===== config.mk =====
export PLATFORM = sky130hd
export DESIGN_NAME = dual_stepper_phase_sequencer_unit
export DESIGN_NICKNAME = d
export VERILOG_FILES = /design/src/dsps_pkg.sv /design/src/dsps_div.sv /design/src/dsps_datapath.sv /design/src/dsps_ctrl.sv /design/src/dual_stepper_phase_sequencer_unit.sv
export SDC_FILE = /design/constraint.sdc
export NUM_CORES = 1
export LEC_CHECK = 0
export BUFFER_PORTS_ARGS = -buffer_cell sky130_fd_sc_hd__buf_2
export CAP_MARGIN = 20
export CORE_MARGIN = 2
export CORE_UTILIZATION = 34
export DETAILED_ROUTE_END_ITERATION = 16
export PLACE_DENSITY = 0.5
export SLEW_MARGIN = 20
export SYNTH_ARGS = -nofsm -noshare
export SYNTH_HDL_FRONTEND = slang
export SYNTH_SLANG_ARGS = --single-unit

===== constraint.sdc =====
create_clock -name clock -period 10.4 [get_ports clock]
set_input_delay 3.12 -clock clock [delete_from_list [all_inputs] [get_ports clock]]
set_output_delay 3.12 -clock clock [all_outputs]
set_load 0.05 [all_outputs]

===== src/dsps_pkg.sv =====
`timescale 1ns / 1ps
// ----------------------------------------------------------------------------
// dsps_pkg
// Shared types, codes and coil mapping for the dual stepper phase sequencer.
// ----------------------------------------------------------------------------
package dsps_pkg;

   // defaults for the top level parameters
   localparam int LAP_FRACTION_BITS_DEF = 8;
   localparam int STEP_COUNT_WIDTH_DEF  = 24;

   // field widths
   localparam int OP_W       = 2;
   localparam int LAPS_W     = 16;
   localparam int SPEED_W    = 10;
   localparam int CFG_W      = 16;
   localparam int PERIOD_W   = 16;
   localparam int MAG_W      = LAPS_W + 1;
   localparam int PROD_W     = MAG_W + CFG_W;
   localparam int DIV_CNT_W  = $clog2(PERIOD_W);
   localparam int COIL_W     = 8;
   localparam int REQ_DATA_W = 32;
   localparam int CSR_ADDR_W = 4;
   localparam int CSR_DATA_W = 32;

   // operation codes
   localparam logic [OP_W-1:0] OP_TICK = 2'd0;
   localparam logic [OP_W-1:0] OP_MOVE = 2'd1;
   localparam logic [OP_W-1:0] OP_STOP = 2'd2;

   // register indexes
   localparam logic [1:0] REG_EXC_MODE  = 2'd0;
   localparam logic [1:0] REG_SPR       = 2'd1;
   localparam logic [1:0] REG_STEP_TIME = 2'd2;

   // register reset values
   localparam logic [CFG_W-1:0] SPR_RESET       = 16'd2048;
   localparam logic [CFG_W-1:0] STEP_TIME_RESET = 16'd29297;

   typedef enum logic [1:0] {
      ST_IDLE,
      ST_MUL,
      ST_DIV,
      ST_EXEC
   } seq_state_type;

   typedef struct packed {
      logic capture;
      logic mul_load;
      logic div_step;
      logic commit;
   } seq_cmd_type;

   typedef struct packed {
      logic req_move;
      logic div_last;
      logic rsp_free;
   } seq_status_type;

   function automatic logic [3:0] rev4(input logic [3:0] r);
      rev4 = {r[0], r[1], r[2], r[3]};
   endfunction

   // one-coil or two-coil row of a phase, mapped to both motors
   function automatic logic [COIL_W-1:0] coil_map(input logic       mode,
                                                  input logic [1:0] phase,
                                                  input logic       spin,
                                                  input logic       back);
      logic [3:0] row;
      logic [3:0] a;
      logic [3:0] b;
      row = 4'b0001 << phase;
      if (mode) begin
         row = row | (4'b0001 << (phase + 2'd1));
      end
      if (spin) begin
         a = back ? rev4(row) : row;
         b = a;
      end else if (back) begin
         a = row;
         b = rev4(row);
      end else begin
         a = rev4(row);
         b = row;
      end
      coil_map = {b, a};
   endfunction

endpackage


===== src/dsps_div.sv =====
`timescale 1ns / 1ps
// ----------------------------------------------------------------------------
// dsps_div
// Restoring divider for the step period, one quotient bit per cycle while step is high.
// ----------------------------------------------------------------------------
module dsps_div (
   input  logic                              clock,
   input  logic                              reset,
   input  logic                              init,
   input  logic                              step,
   input  logic [dsps_pkg::PERIOD_W-1:0]     dividend,
   input  logic [dsps_pkg::SPEED_W-1:0]      divisor,
   output logic [dsps_pkg::PERIOD_W-1:0]     quotient,
   output logic                              last
);

   logic [dsps_pkg::SPEED_W-1:0]   rem_ff;
   logic [dsps_pkg::SPEED_W-1:0]   rem_in;
   logic [dsps_pkg::PERIOD_W-1:0]  quo_ff;
   logic [dsps_pkg::PERIOD_W-1:0]  quo_in;
   logic [dsps_pkg::SPEED_W-1:0]   dsr_ff;
   logic [dsps_pkg::SPEED_W-1:0]   dsr_in;
   logic [dsps_pkg::DIV_CNT_W-1:0] cnt_ff;
   logic [dsps_pkg::DIV_CNT_W-1:0] cnt_in;
   logic [dsps_pkg::SPEED_W:0]     trial;
   logic                           ge;

   assign trial = {rem_ff, quo_ff[dsps_pkg::PERIOD_W-1]};
   assign ge    = trial >= {1'b0, dsr_ff};

   always_comb begin
      rem_in = rem_ff;
      quo_in = quo_ff;
      dsr_in = dsr_ff;
      cnt_in = cnt_ff;
      if (init) begin
         rem_in = '0;
         quo_in = dividend;
         // zero speed runs as the slowest speed
         dsr_in = (divisor == '0) ? dsps_pkg::SPEED_W'(1) : divisor;
         cnt_in = '0;
      end else if (step) begin
         rem_in = ge ? dsps_pkg::SPEED_W'(trial - {1'b0, dsr_ff})
                     : trial[dsps_pkg::SPEED_W-1:0];
         quo_in = {quo_ff[dsps_pkg::PERIOD_W-2:0], ge};
         cnt_in = cnt_ff + 1'b1;
      end
   end

   always_ff @(posedge clock) begin
      if (reset) begin
         cnt_ff <= '0;
      end else begin
         cnt_ff <= cnt_in;
      end
      rem_ff <= rem_in;
      quo_ff <= quo_in;
      dsr_ff <= dsr_in;
   end

   assign quotient = quo_ff;
   assign last     = (cnt_ff == {dsps_pkg::DIV_CNT_W{1'b1}});

endmodule


===== src/dsps_datapath.sv =====
`timescale 1ns / 1ps
// ----------------------------------------------------------------------------
// dsps_datapath
// Registers, move set-up arithmetic, tick stepping and the result register.
// ----------------------------------------------------------------------------
module dsps_datapath #(
   parameter int LAP_FRACTION_BITS = dsps_pkg::LAP_FRACTION_BITS_DEF,
   parameter int STEP_COUNT_WIDTH  = dsps_pkg::STEP_COUNT_WIDTH_DEF
) (
   input  logic                                clock,
   input  logic                                reset,
   input  dsps_pkg::seq_cmd_type               cmd,
   output dsps_pkg::seq_status_type            status,
   input  logic [dsps_pkg::REQ_DATA_W-1:0]     req_tdata,
   input  logic [dsps_pkg::OP_W-1:0]           req_tuser,
   output logic                                rsp_tvalid,
   input  logic                                rsp_tready,
   output logic [dsps_pkg::COIL_W-1:0]         rsp_tdata,
   output logic [2:0]                          rsp_tuser,
   input  logic                                csr_psel,
   input  logic                                csr_penable,
   input  logic                                csr_pwrite,
   input  logic [dsps_pkg::CSR_ADDR_W-1:0]     csr_paddr,
   input  logic [dsps_pkg::CSR_DATA_W-1:0]     csr_pwdata,
   output logic [dsps_pkg::CSR_DATA_W-1:0]     csr_prdata
);

   localparam int W = STEP_COUNT_WIDTH;

   // configuration registers
   logic                         mode_ff;
   logic [dsps_pkg::CFG_W-1:0]   spr_ff;
   logic [dsps_pkg::CFG_W-1:0]   stime_ff;
   logic                         csr_wr;
   logic [1:0]                   csr_idx;

   // captured word
   logic [dsps_pkg::OP_W-1:0]    op_ff;
   logic                         motion_ff;
   logic [dsps_pkg::LAPS_W-1:0]  laps_ff;
   logic [dsps_pkg::SPEED_W-1:0] speed_ff;

   // move set-up
   logic [dsps_pkg::MAG_W-1:0]    mag;
   logic [dsps_pkg::PROD_W-1:0]   prod_ff;
   logic [dsps_pkg::PROD_W-1:0]   prod_in;
   logic [dsps_pkg::PROD_W-1:0]   prod_shift;
   logic [dsps_pkg::PROD_W-1:0]   sat_max;
   logic [W-1:0]                  tgt;
   logic [dsps_pkg::PERIOD_W-1:0] quotient;
   logic                          div_last;

   // sequencer state
   logic [dsps_pkg::COIL_W-1:0]   coil_ff,   coil_in;
   logic                          moving_ff, moving_in;
   logic                          spin_ff,   spin_in;
   logic                          back_ff,   back_in;
   logic [W-1:0]                  taken_ff,  taken_in;
   logic [W-1:0]                  target_ff, target_in;
   logic [dsps_pkg::PERIOD_W-1:0] cd_ff,     cd_in;
   logic [dsps_pkg::PERIOD_W-1:0] reload_ff, reload_in;
   logic [dsps_pkg::PERIOD_W-1:0] cd_dec;
   logic [W-1:0]                  taken_inc;
   logic                          stepped;
   logic                          finished;

   // result register
   logic                          rvalid_ff, rvalid_in;
   logic [dsps_pkg::COIL_W-1:0]   rcoil_ff;
   logic [2:0]                    rflags_ff;

   // ---------------- configuration port ----------------
   assign csr_idx = csr_paddr[3:2];
   assign csr_wr  = csr_psel & csr_penable & csr_pwrite;

   always_ff @(posedge clock) begin
      if (reset) begin
         mode_ff  <= 1'b0;
         spr_ff   <= dsps_pkg::SPR_RESET;
         stime_ff <= dsps_pkg::STEP_TIME_RESET;
      end else if (csr_wr) begin
         unique case (csr_idx)
            dsps_pkg::REG_EXC_MODE:  mode_ff  <= csr_pwdata[0];
            dsps_pkg::REG_SPR:       spr_ff   <= csr_pwdata[dsps_pkg::CFG_W-1:0];
            dsps_pkg::REG_STEP_TIME: stime_ff <= csr_pwdata[dsps_pkg::CFG_W-1:0];
            default: ;
         endcase
      end
   end

   always_comb begin
      unique case (csr_idx)
         dsps_pkg::REG_EXC_MODE:  csr_prdata = dsps_pkg::CSR_DATA_W'(mode_ff);
         dsps_pkg::REG_SPR:       csr_prdata = dsps_pkg::CSR_DATA_W'(spr_ff);
         dsps_pkg::REG_STEP_TIME: csr_prdata = dsps_pkg::CSR_DATA_W'(stime_ff);
         default:                 csr_prdata = '0;
      endcase
   end

   // ---------------- capture and set-up ----------------
   always_ff @(posedge clock) begin
      if (cmd.capture) begin
         op_ff     <= req_tuser;
         motion_ff <= req_tdata[0];
         laps_ff   <= req_tdata[dsps_pkg::LAPS_W:1];
         speed_ff  <= req_tdata[dsps_pkg::LAPS_W+dsps_pkg::SPEED_W:dsps_pkg::LAPS_W+1];
      end
      if (cmd.mul_load) begin
         prod_ff <= prod_in;
      end
   end

   // magnitude of the signed lap count
   assign mag = laps_ff[dsps_pkg::LAPS_W-1]
              ? dsps_pkg::MAG_W'((1 << dsps_pkg::LAPS_W) - {1'b0, laps_ff})
              : {1'b0, laps_ff};
   assign prod_in = dsps_pkg::PROD_W'(mag) * dsps_pkg::PROD_W'(spr_ff);

   // target saturates one below all ones so the step count never wraps
   assign prod_shift = prod_ff >> LAP_FRACTION_BITS;
   assign sat_max    = dsps_pkg::PROD_W'({{(W-1){1'b1}}, 1'b0});
   assign tgt        = (prod_shift > sat_max) ? W'(sat_max) : W'(prod_shift);

   dsps_div u_div (
      .clock    (clock),
      .reset    (reset),
      .init     (cmd.mul_load),
      .step     (cmd.div_step),
      .dividend (stime_ff),
      .divisor  (speed_ff),
      .quotient (quotient),
      .last     (div_last)
   );

   // ---------------- sequencer update ----------------
   assign cd_dec    = (cd_ff != '0) ? cd_ff - 1'b1 : '0;
   assign taken_inc = taken_ff + 1'b1;

   always_comb begin
      coil_in   = coil_ff;
      moving_in = moving_ff;
      spin_in   = spin_ff;
      back_in   = back_ff;
      taken_in  = taken_ff;
      target_in = target_ff;
      cd_in     = cd_ff;
      reload_in = reload_ff;
      stepped   = 1'b0;
      finished  = 1'b0;
      case (op_ff)
         dsps_pkg::OP_MOVE: begin
            spin_in   = motion_ff;
            back_in   = laps_ff[dsps_pkg::LAPS_W-1];
            target_in = tgt;
            reload_in = quotient;
            taken_in  = W'(1);
            coil_in   = dsps_pkg::coil_map(mode_ff, 2'd1, motion_ff,
                                           laps_ff[dsps_pkg::LAPS_W-1]);
            cd_in     = quotient;
            moving_in = 1'b1;
            stepped   = 1'b1;
         end
         dsps_pkg::OP_STOP: begin
            coil_in   = '0;
            moving_in = 1'b0;
            cd_in     = '0;
         end
         dsps_pkg::OP_TICK: begin
            if (moving_ff) begin
               cd_in = cd_dec;
               if (cd_dec == '0) begin
                  if (taken_ff <= target_ff) begin
                     taken_in = taken_inc;
                     coil_in  = dsps_pkg::coil_map(mode_ff, taken_inc[1:0], spin_ff, back_ff);
                     cd_in    = reload_ff;
                     stepped  = 1'b1;
                  end else begin
                     moving_in = 1'b0;
                     finished  = 1'b1;
                  end
               end
            end
         end
         default: ;
      endcase
   end

   always_ff @(posedge clock) begin
      if (reset) begin
         coil_ff   <= '0;
         moving_ff <= 1'b0;
         spin_ff   <= 1'b0;
         back_ff   <= 1'b0;
         taken_ff  <= '0;
         target_ff <= '0;
         cd_ff     <= '0;
         reload_ff <= '0;
      end else if (cmd.commit) begin
         coil_ff   <= coil_in;
         moving_ff <= moving_in;
         spin_ff   <= spin_in;
         back_ff   <= back_in;
         taken_ff  <= taken_in;
         target_ff <= target_in;
         cd_ff     <= cd_in;
         reload_ff <= reload_in;
      end
   end

   // ---------------- result register ----------------
   always_comb begin
      rvalid_in = rvalid_ff;
      if (rsp_tready) begin
         rvalid_in = 1'b0;
      end
      if (cmd.commit) begin
         rvalid_in = 1'b1;
      end
   end

   always_ff @(posedge clock) begin
      if (reset) begin
         rvalid_ff <= 1'b0;
      end else begin
         rvalid_ff <= rvalid_in;
      end
      if (cmd.commit) begin
         rcoil_ff  <= coil_in;
         rflags_ff <= {finished, stepped, moving_in};
      end
   end

   assign rsp_tvalid = rvalid_ff;
   assign rsp_tdata  = rcoil_ff;
   assign rsp_tuser  = rflags_ff;

   assign status.req_move = (req_tuser == dsps_pkg::OP_MOVE);
   assign status.div_last = div_last;
   assign status.rsp_free = ~rvalid_ff | rsp_tready;

endmodule


===== src/dsps_ctrl.sv =====
`timescale 1ns / 1ps
// ----------------------------------------------------------------------------
// dsps_ctrl
// Controller: takes one word, runs move set-up for a move word, then commits the update.
// ----------------------------------------------------------------------------
module dsps_ctrl (
   input  logic                      clock,
   input  logic                      reset,
   input  logic                      req_tvalid,
   output logic                      req_tready,
   input  dsps_pkg::seq_status_type  status,
   output dsps_pkg::seq_cmd_type     cmd
);

   dsps_pkg::seq_state_type state_ff;
   dsps_pkg::seq_state_type state_in;

   always_comb begin
      state_in = state_ff;
      unique case (state_ff)
         dsps_pkg::ST_IDLE: begin
            if (req_tvalid) begin
               state_in = status.req_move ? dsps_pkg::ST_MUL : dsps_pkg::ST_EXEC;
            end
         end
         dsps_pkg::ST_MUL: begin
            state_in = dsps_pkg::ST_DIV;
         end
         dsps_pkg::ST_DIV: begin
            if (status.div_last) begin
               state_in = dsps_pkg::ST_EXEC;
            end
         end
         dsps_pkg::ST_EXEC: begin
            if (status.rsp_free) begin
               state_in = dsps_pkg::ST_IDLE;
            end
         end
         default: state_in = dsps_pkg::ST_IDLE;
      endcase
   end

   always_comb begin
      req_tready = 1'b0;
      cmd        = '0;
      unique case (state_ff)
         dsps_pkg::ST_IDLE: begin
            req_tready  = 1'b1;
            cmd.capture = req_tvalid;
         end
         dsps_pkg::ST_MUL: begin
            cmd.mul_load = 1'b1;
         end
         dsps_pkg::ST_DIV: begin
            cmd.div_step = 1'b1;
         end
         dsps_pkg::ST_EXEC: begin
            // hold the update until the result register can take it
            cmd.commit = status.rsp_free;
         end
         default: ;
      endcase
   end

   always_ff @(posedge clock) begin
      if (reset) begin
         state_ff <= dsps_pkg::ST_IDLE;
      end else begin
         state_ff <= state_in;
      end
   end

endmodule


===== src/dual_stepper_phase_sequencer_unit.sv =====
`timescale 1ns / 1ps
// ----------------------------------------------------------------------------
// dual_stepper_phase_sequencer_unit
// Flow: a tick or stop word goes from capture straight to its commit; a move
//   word first passes the multiply state and the bit-serial period divider.
// Hand-off: a new word is taken only once the last one has been committed; a
//   result waiting in the output register holds the commit until it is taken.
// Reset: synchronous; coils off, no move, registers at their reset values.
// ----------------------------------------------------------------------------
module dual_stepper_phase_sequencer_unit #(
   parameter int LAP_FRACTION_BITS = dsps_pkg::LAP_FRACTION_BITS_DEF,
   parameter int STEP_COUNT_WIDTH  = dsps_pkg::STEP_COUNT_WIDTH_DEF
) (
   input  logic                             clock,
   input  logic                             reset,
   input  logic                             req_tvalid,
   output logic                             req_tready,
   input  logic [dsps_pkg::REQ_DATA_W-1:0]  req_tdata,   // motion, laps_q8, speed_rpm
   input  logic [dsps_pkg::OP_W-1:0]        req_tuser,   // operation
   output logic                             rsp_tvalid,
   input  logic                             rsp_tready,
   output logic [dsps_pkg::COIL_W-1:0]      rsp_tdata,   // coil_lines
   output logic [2:0]                       rsp_tuser,   // busy_res, stepped, finished
   input  logic                             csr_psel,
   input  logic                             csr_penable,
   input  logic                             csr_pwrite,
   input  logic [dsps_pkg::CSR_ADDR_W-1:0]  csr_paddr,
   input  logic [dsps_pkg::CSR_DATA_W-1:0]  csr_pwdata,
   output logic [dsps_pkg::CSR_DATA_W-1:0]  csr_prdata,
   output logic                             csr_pready
);

   dsps_pkg::seq_cmd_type    cmd;
   dsps_pkg::seq_status_type status;

   assign csr_pready = 1'b1;

   dsps_ctrl u_ctrl (
      .clock      (clock),
      .reset      (reset),
      .req_tvalid (req_tvalid),
      .req_tready (req_tready),
      .status     (status),
      .cmd        (cmd)
   );

   dsps_datapath #(
      .LAP_FRACTION_BITS (LAP_FRACTION_BITS),
      .STEP_COUNT_WIDTH  (STEP_COUNT_WIDTH)
   ) u_datapath (
      .clock       (clock),
      .reset       (reset),
      .cmd         (cmd),
      .status      (status),
      .req_tdata   (req_tdata),
      .req_tuser   (req_tuser),
      .rsp_tvalid  (rsp_tvalid),
      .rsp_tready  (rsp_tready),
      .rsp_tdata   (rsp_tdata),
      .rsp_tuser   (rsp_tuser),
      .csr_psel    (csr_psel),
      .csr_penable (csr_penable),
      .csr_pwrite  (csr_pwrite),
      .csr_paddr   (csr_paddr),
      .csr_pwdata  (csr_pwdata),
      .csr_prdata  (csr_prdata)
   );

endmodule

==> flow_summary.json <==
{
  "ant_nets": 0,
  "relSlewSlack_pct": 22.37,
  "crit_path_end_kind": "flip-flop",
  "vias_per_cell": 4.975,
  "ys_seq_area_share_pct": 27.83,
  "num_antenna_cells": 0,
  "synth_ff_type": "dfxtp_1",
  "slew_violations": 0,
  "arrival_ns": 8.63,
  "crit_required_ns": 10.71,
  "setup_viol": 0,
  "min_period_over_period_pct": 80.01,
  "hold_class": "reg2reg",
  "final_cells": 2976,
  "rsz0062_at_grt": "false",
  "syn2layout_area_growth_pct": 10.50,
  "status": "finished, final reports clean",
  "cts_resized": 0,
  "layout.nets": 2623,
  "fmax_mhz": 120.2,
  "drive_gt1_share_pct": 9.950,
  "crit_path_start_kind": "flip-flop",
  "dpl.hpwl_mm": 37.90,
  "grt_busiest_layer": "met2",
  "yosysUniqueCellTypes": 84,
  "use_met2_pct": 27.31,
  "drt-pass1-iter-count": 5,
  "io_pins": 123,
  "grt_util_all_layers_pct": 16.80,
  "rows": 88,
  "clk_latency_ns": 0.57,
  "cts-root-buf": "clkbuf_16",
  "leakage_nw": 9.546,
  "drt-wirelength-per-cell_um": 16.98,
  "clock_sinks": 232,
  "totalPowerFinal_mw": 4.247,
  "peakVddDrop_mv": 0.1921,
  "grt_remaining_overflow": 0,
  "crit_chain": "nand2_1 -> xnor2_2 -> and2_1 -> fa_1 -> inv_1 -> fa_1 -> fa_1 -> fa_1 -> inv_1 -> fa_1 -> inv_1 -> fa_1 -> inv_1 -> ha_1 -> and4_1 -> and2_1 -> a22oi_1 -> nand2_1 -> o41ai_1 -> nor3_1 -> a2111oi_0 -> xnor2_1",
  "slowest_stage": "edfxtp_1",
  "placed_cells": 2925,
  "tightest_slew_ns": 1.159,
  "vias": 14810,
  "finalCriticalPeriod_ns": 8.321,
  "first_global_vias": 15010,
  "avgSynthCellArea_sq_um": 9.267,
  "die_w_um": 246.3,
  "final_util_pct": 38.09,
  "drt_iter0_markers": 730,
  "drv_cap": 0,
  "hold_viol": 0,
  "grt_use_met1_pct": 23.14,
  "met3_usage_pct": 2.854,
  "clk_pin_slew_ns": 0.06,
  "drcViolationCount": 0,
  "dpl_cell_area_sq_mm": 0.02115,
  "h-tree-depth": 1,
  "antenna_found_initial": 4,
  "fin_setup_tns_ns": 0,
  "core_area_sq_mm": 0.05792,
  "yosys_warnings": 0,
  "cts_buffers": 27,
  "holdBufCountCts": 0,
  "fin_skew_ns": 0.007644,
  "synthArstFlopShare_pct": 0,
  "ys_ff_latch": 232,
  "synth_edf_count": 91,
  "portBuffers": 82,
  "syn-cell-area_sq_mm": 0.01996,
  "path_class": "reg2reg",
  "power.density_mw_per_mm2": 192.6,
  "start_util_pct": 34.47,
  "postCtsSetupBuffers": 0,
  "clk_path_buf_depth": 3,
  "cp_common_cell": "fa_1",
  "grt_pass1_wl_mm": 81.70,
  "dieHeight_um": 246.3,
  "gp_congestion": 0.8231,
  "cts_tree": "done",
  "dieArea_sq_mm": 0.06066,
  "crit_fanout": 21,
  "final_design_area_no_fill_sq_mm": 0.02206,
  "worst_path_largest_cell_delay_ns": 0.94,
  "drt-total-wl_mm": 50.54,
  "syn_inst": 2154,
  "grt_max_degree": 76
}
## layer usage
layer | wire length [um] | up-vias
met5 | 45 | -
met4 | 1336 | 8
met3 | 2203 | 82
met2 | 23140 | 249
met1 | 23820 | 7274
li1 | - | 7193
## kinds of logic (layout without fill, tap and decap cells)
kind of cell / after synthesis / count (layout) / synth area share [%]
AO/OA/AOI/OAI: 342 / 342 / 12.61
flip-flops: 232 / 232 / 27.83
other: 2 / 33 / 0.03762
multiplexers: 32 / 32 / 1.717
buffers and inverters: 455 / 481 / 8.913
XOR/XNOR: 57 / 57 / 2.501
adder cells (fa/ha/maj): 356 / 356 / 30.14
AND/OR/NAND/NOR: 678 / 678 / 16.26
## where the power goes
group | switching [mW] | internal, mW | leakage, nW | total, mW
logic | 1.23 | 0.720 | 7.12 | 1.95
clock network | 0.387 | 0.553 | 0.426 | 0.940
registers | 0.156 | 1.20 | 2.00 | 1.36
## per-stage QoR
stage	setup WS (ns)	hold WS, ns
after global placement	1.993	0.4394
final	2.079	0.4504
after floorplan	2.797	0.4336
after global routing	1.502	0.4684
after detailed placement	2.002	0.4390
after CTS	1.963	0.4533
## state kept, by name, summed over array words and instances, names as in the netlist, 10 cells and up
name and flops:
u_datapath.taken_ff 24, u_datapath.prod_ff 25, u_datapath.speed_ff 10, u_datapath.laps_ff 16
u_datapath.reload_ff 16, u_datapath.spr_ff 16, u_datapath.u_div.quotient 16, u_datapath.u_div.rem_ff 10
u_datapath.u_div.dsr_ff 10, u_datapath.stime_ff 16, u_datapath.target_ff 24, u_datapath.cd_ff 16
## cell type report
cell class | count | area, sq um
fill | 5906 | 35860
multi-input combinational | 1498 | 12860
sequential | 232 | 5555
inverter | 327 | 1227
tap | 765 | 957.2
clock buffer | 33 | 698.2
timing repair buffer | 104 | 579.3
clock inverter | 17 | 175.2
## cell usage after synthesis, drive strengths merged (9+ instances only)
cell | n | area (sq um)
nand4 | 25 | 171.4
nand2 | 319 | 1197
and2 | 108 | 675.7
edfxtp | 91 | 2733
xor2 | 15 | 131.4
inv | 326 | 1224
o41ai | 13 | 113.9
nor3 | 31 | 160.1
o2111ai | 9 | 78.83
o31ai | 14 | 110.1
o221a | 23 | 259.0
a21oi | 108 | 544.3
xnor2 | 42 | 367.9
dfxtp | 141 | 2823
nand3 | 35 | 175.2
ha | 148 | 1852
or4 | 12 | 97.59
mux2i | 14 | 140.1
a22o | 20 | 175.2
a21o | 11 | 82.58
a2111o | 16 | 180.2
mux2 | 18 | 202.7
clkbuf | 102 | 384.1
fa | 208 | 4164
nor2 | 79 | 296.5
a221o | 12 | 120.1
buf | 26 | 167.7
o21ai | 41 | 205.2
nor2b | 16 | 100.1
or3 | 14 | 87.58
a211oi | 14 | 117.6
## critical path, delay by kind of cell, from the launching register on
family | cells | cell delay [ns]
adder cells (fa/ha/maj) | 7 | 3.23
flip-flops | 1 | 0.94
AO/OA/AOI/OAI | 3 | 1.35
XOR/XNOR | 2 | 1.05
AND/OR/NAND/NOR | 6 | 1.22
buffers and inverters | 4 | 0.26
## cells in the final DEF, fill, tap and decap left out, drive strengths merged, types with 11 or more instances in the layout
cell type,count
o221a,23
nand4,25
nor2b,16
ha,148
or3,14
and2,108
or4,12
nor3,31
buf,104
nor2,79
mux2,18
a211oi,14
dfxtp,141
o41ai,13
conb,33
a21oi,108
a22o,20
mux2i,14
o31ai,14
xnor2,42
a221o,12
xor2,15
nand2,319
o21ai,41
a21o,11
clkinv,12
nand3,35
edfxtp,91
a2111o,16
clkbuf,33
fa,208
inv,327
## final timing paths
path         slack (ns)                          to  cells after the start              startpoint
max                2.08      u_datapath.prod_ff[23]                     22  u_datapath.laps_ff[15]
min                0.45  u_datapath.u_div.dsr_ff[2]                      0  u_datapath.speed_ff[2]
max reg2reg        2.08      u_datapath.prod_ff[23]                     22  u_datapath.laps_ff[15]
min reg2reg        0.45  u_datapath.u_div.dsr_ff[2]                      0  u_datapath.speed_ff[2]
Note: power is estimated with default switching activity, not from simulation.
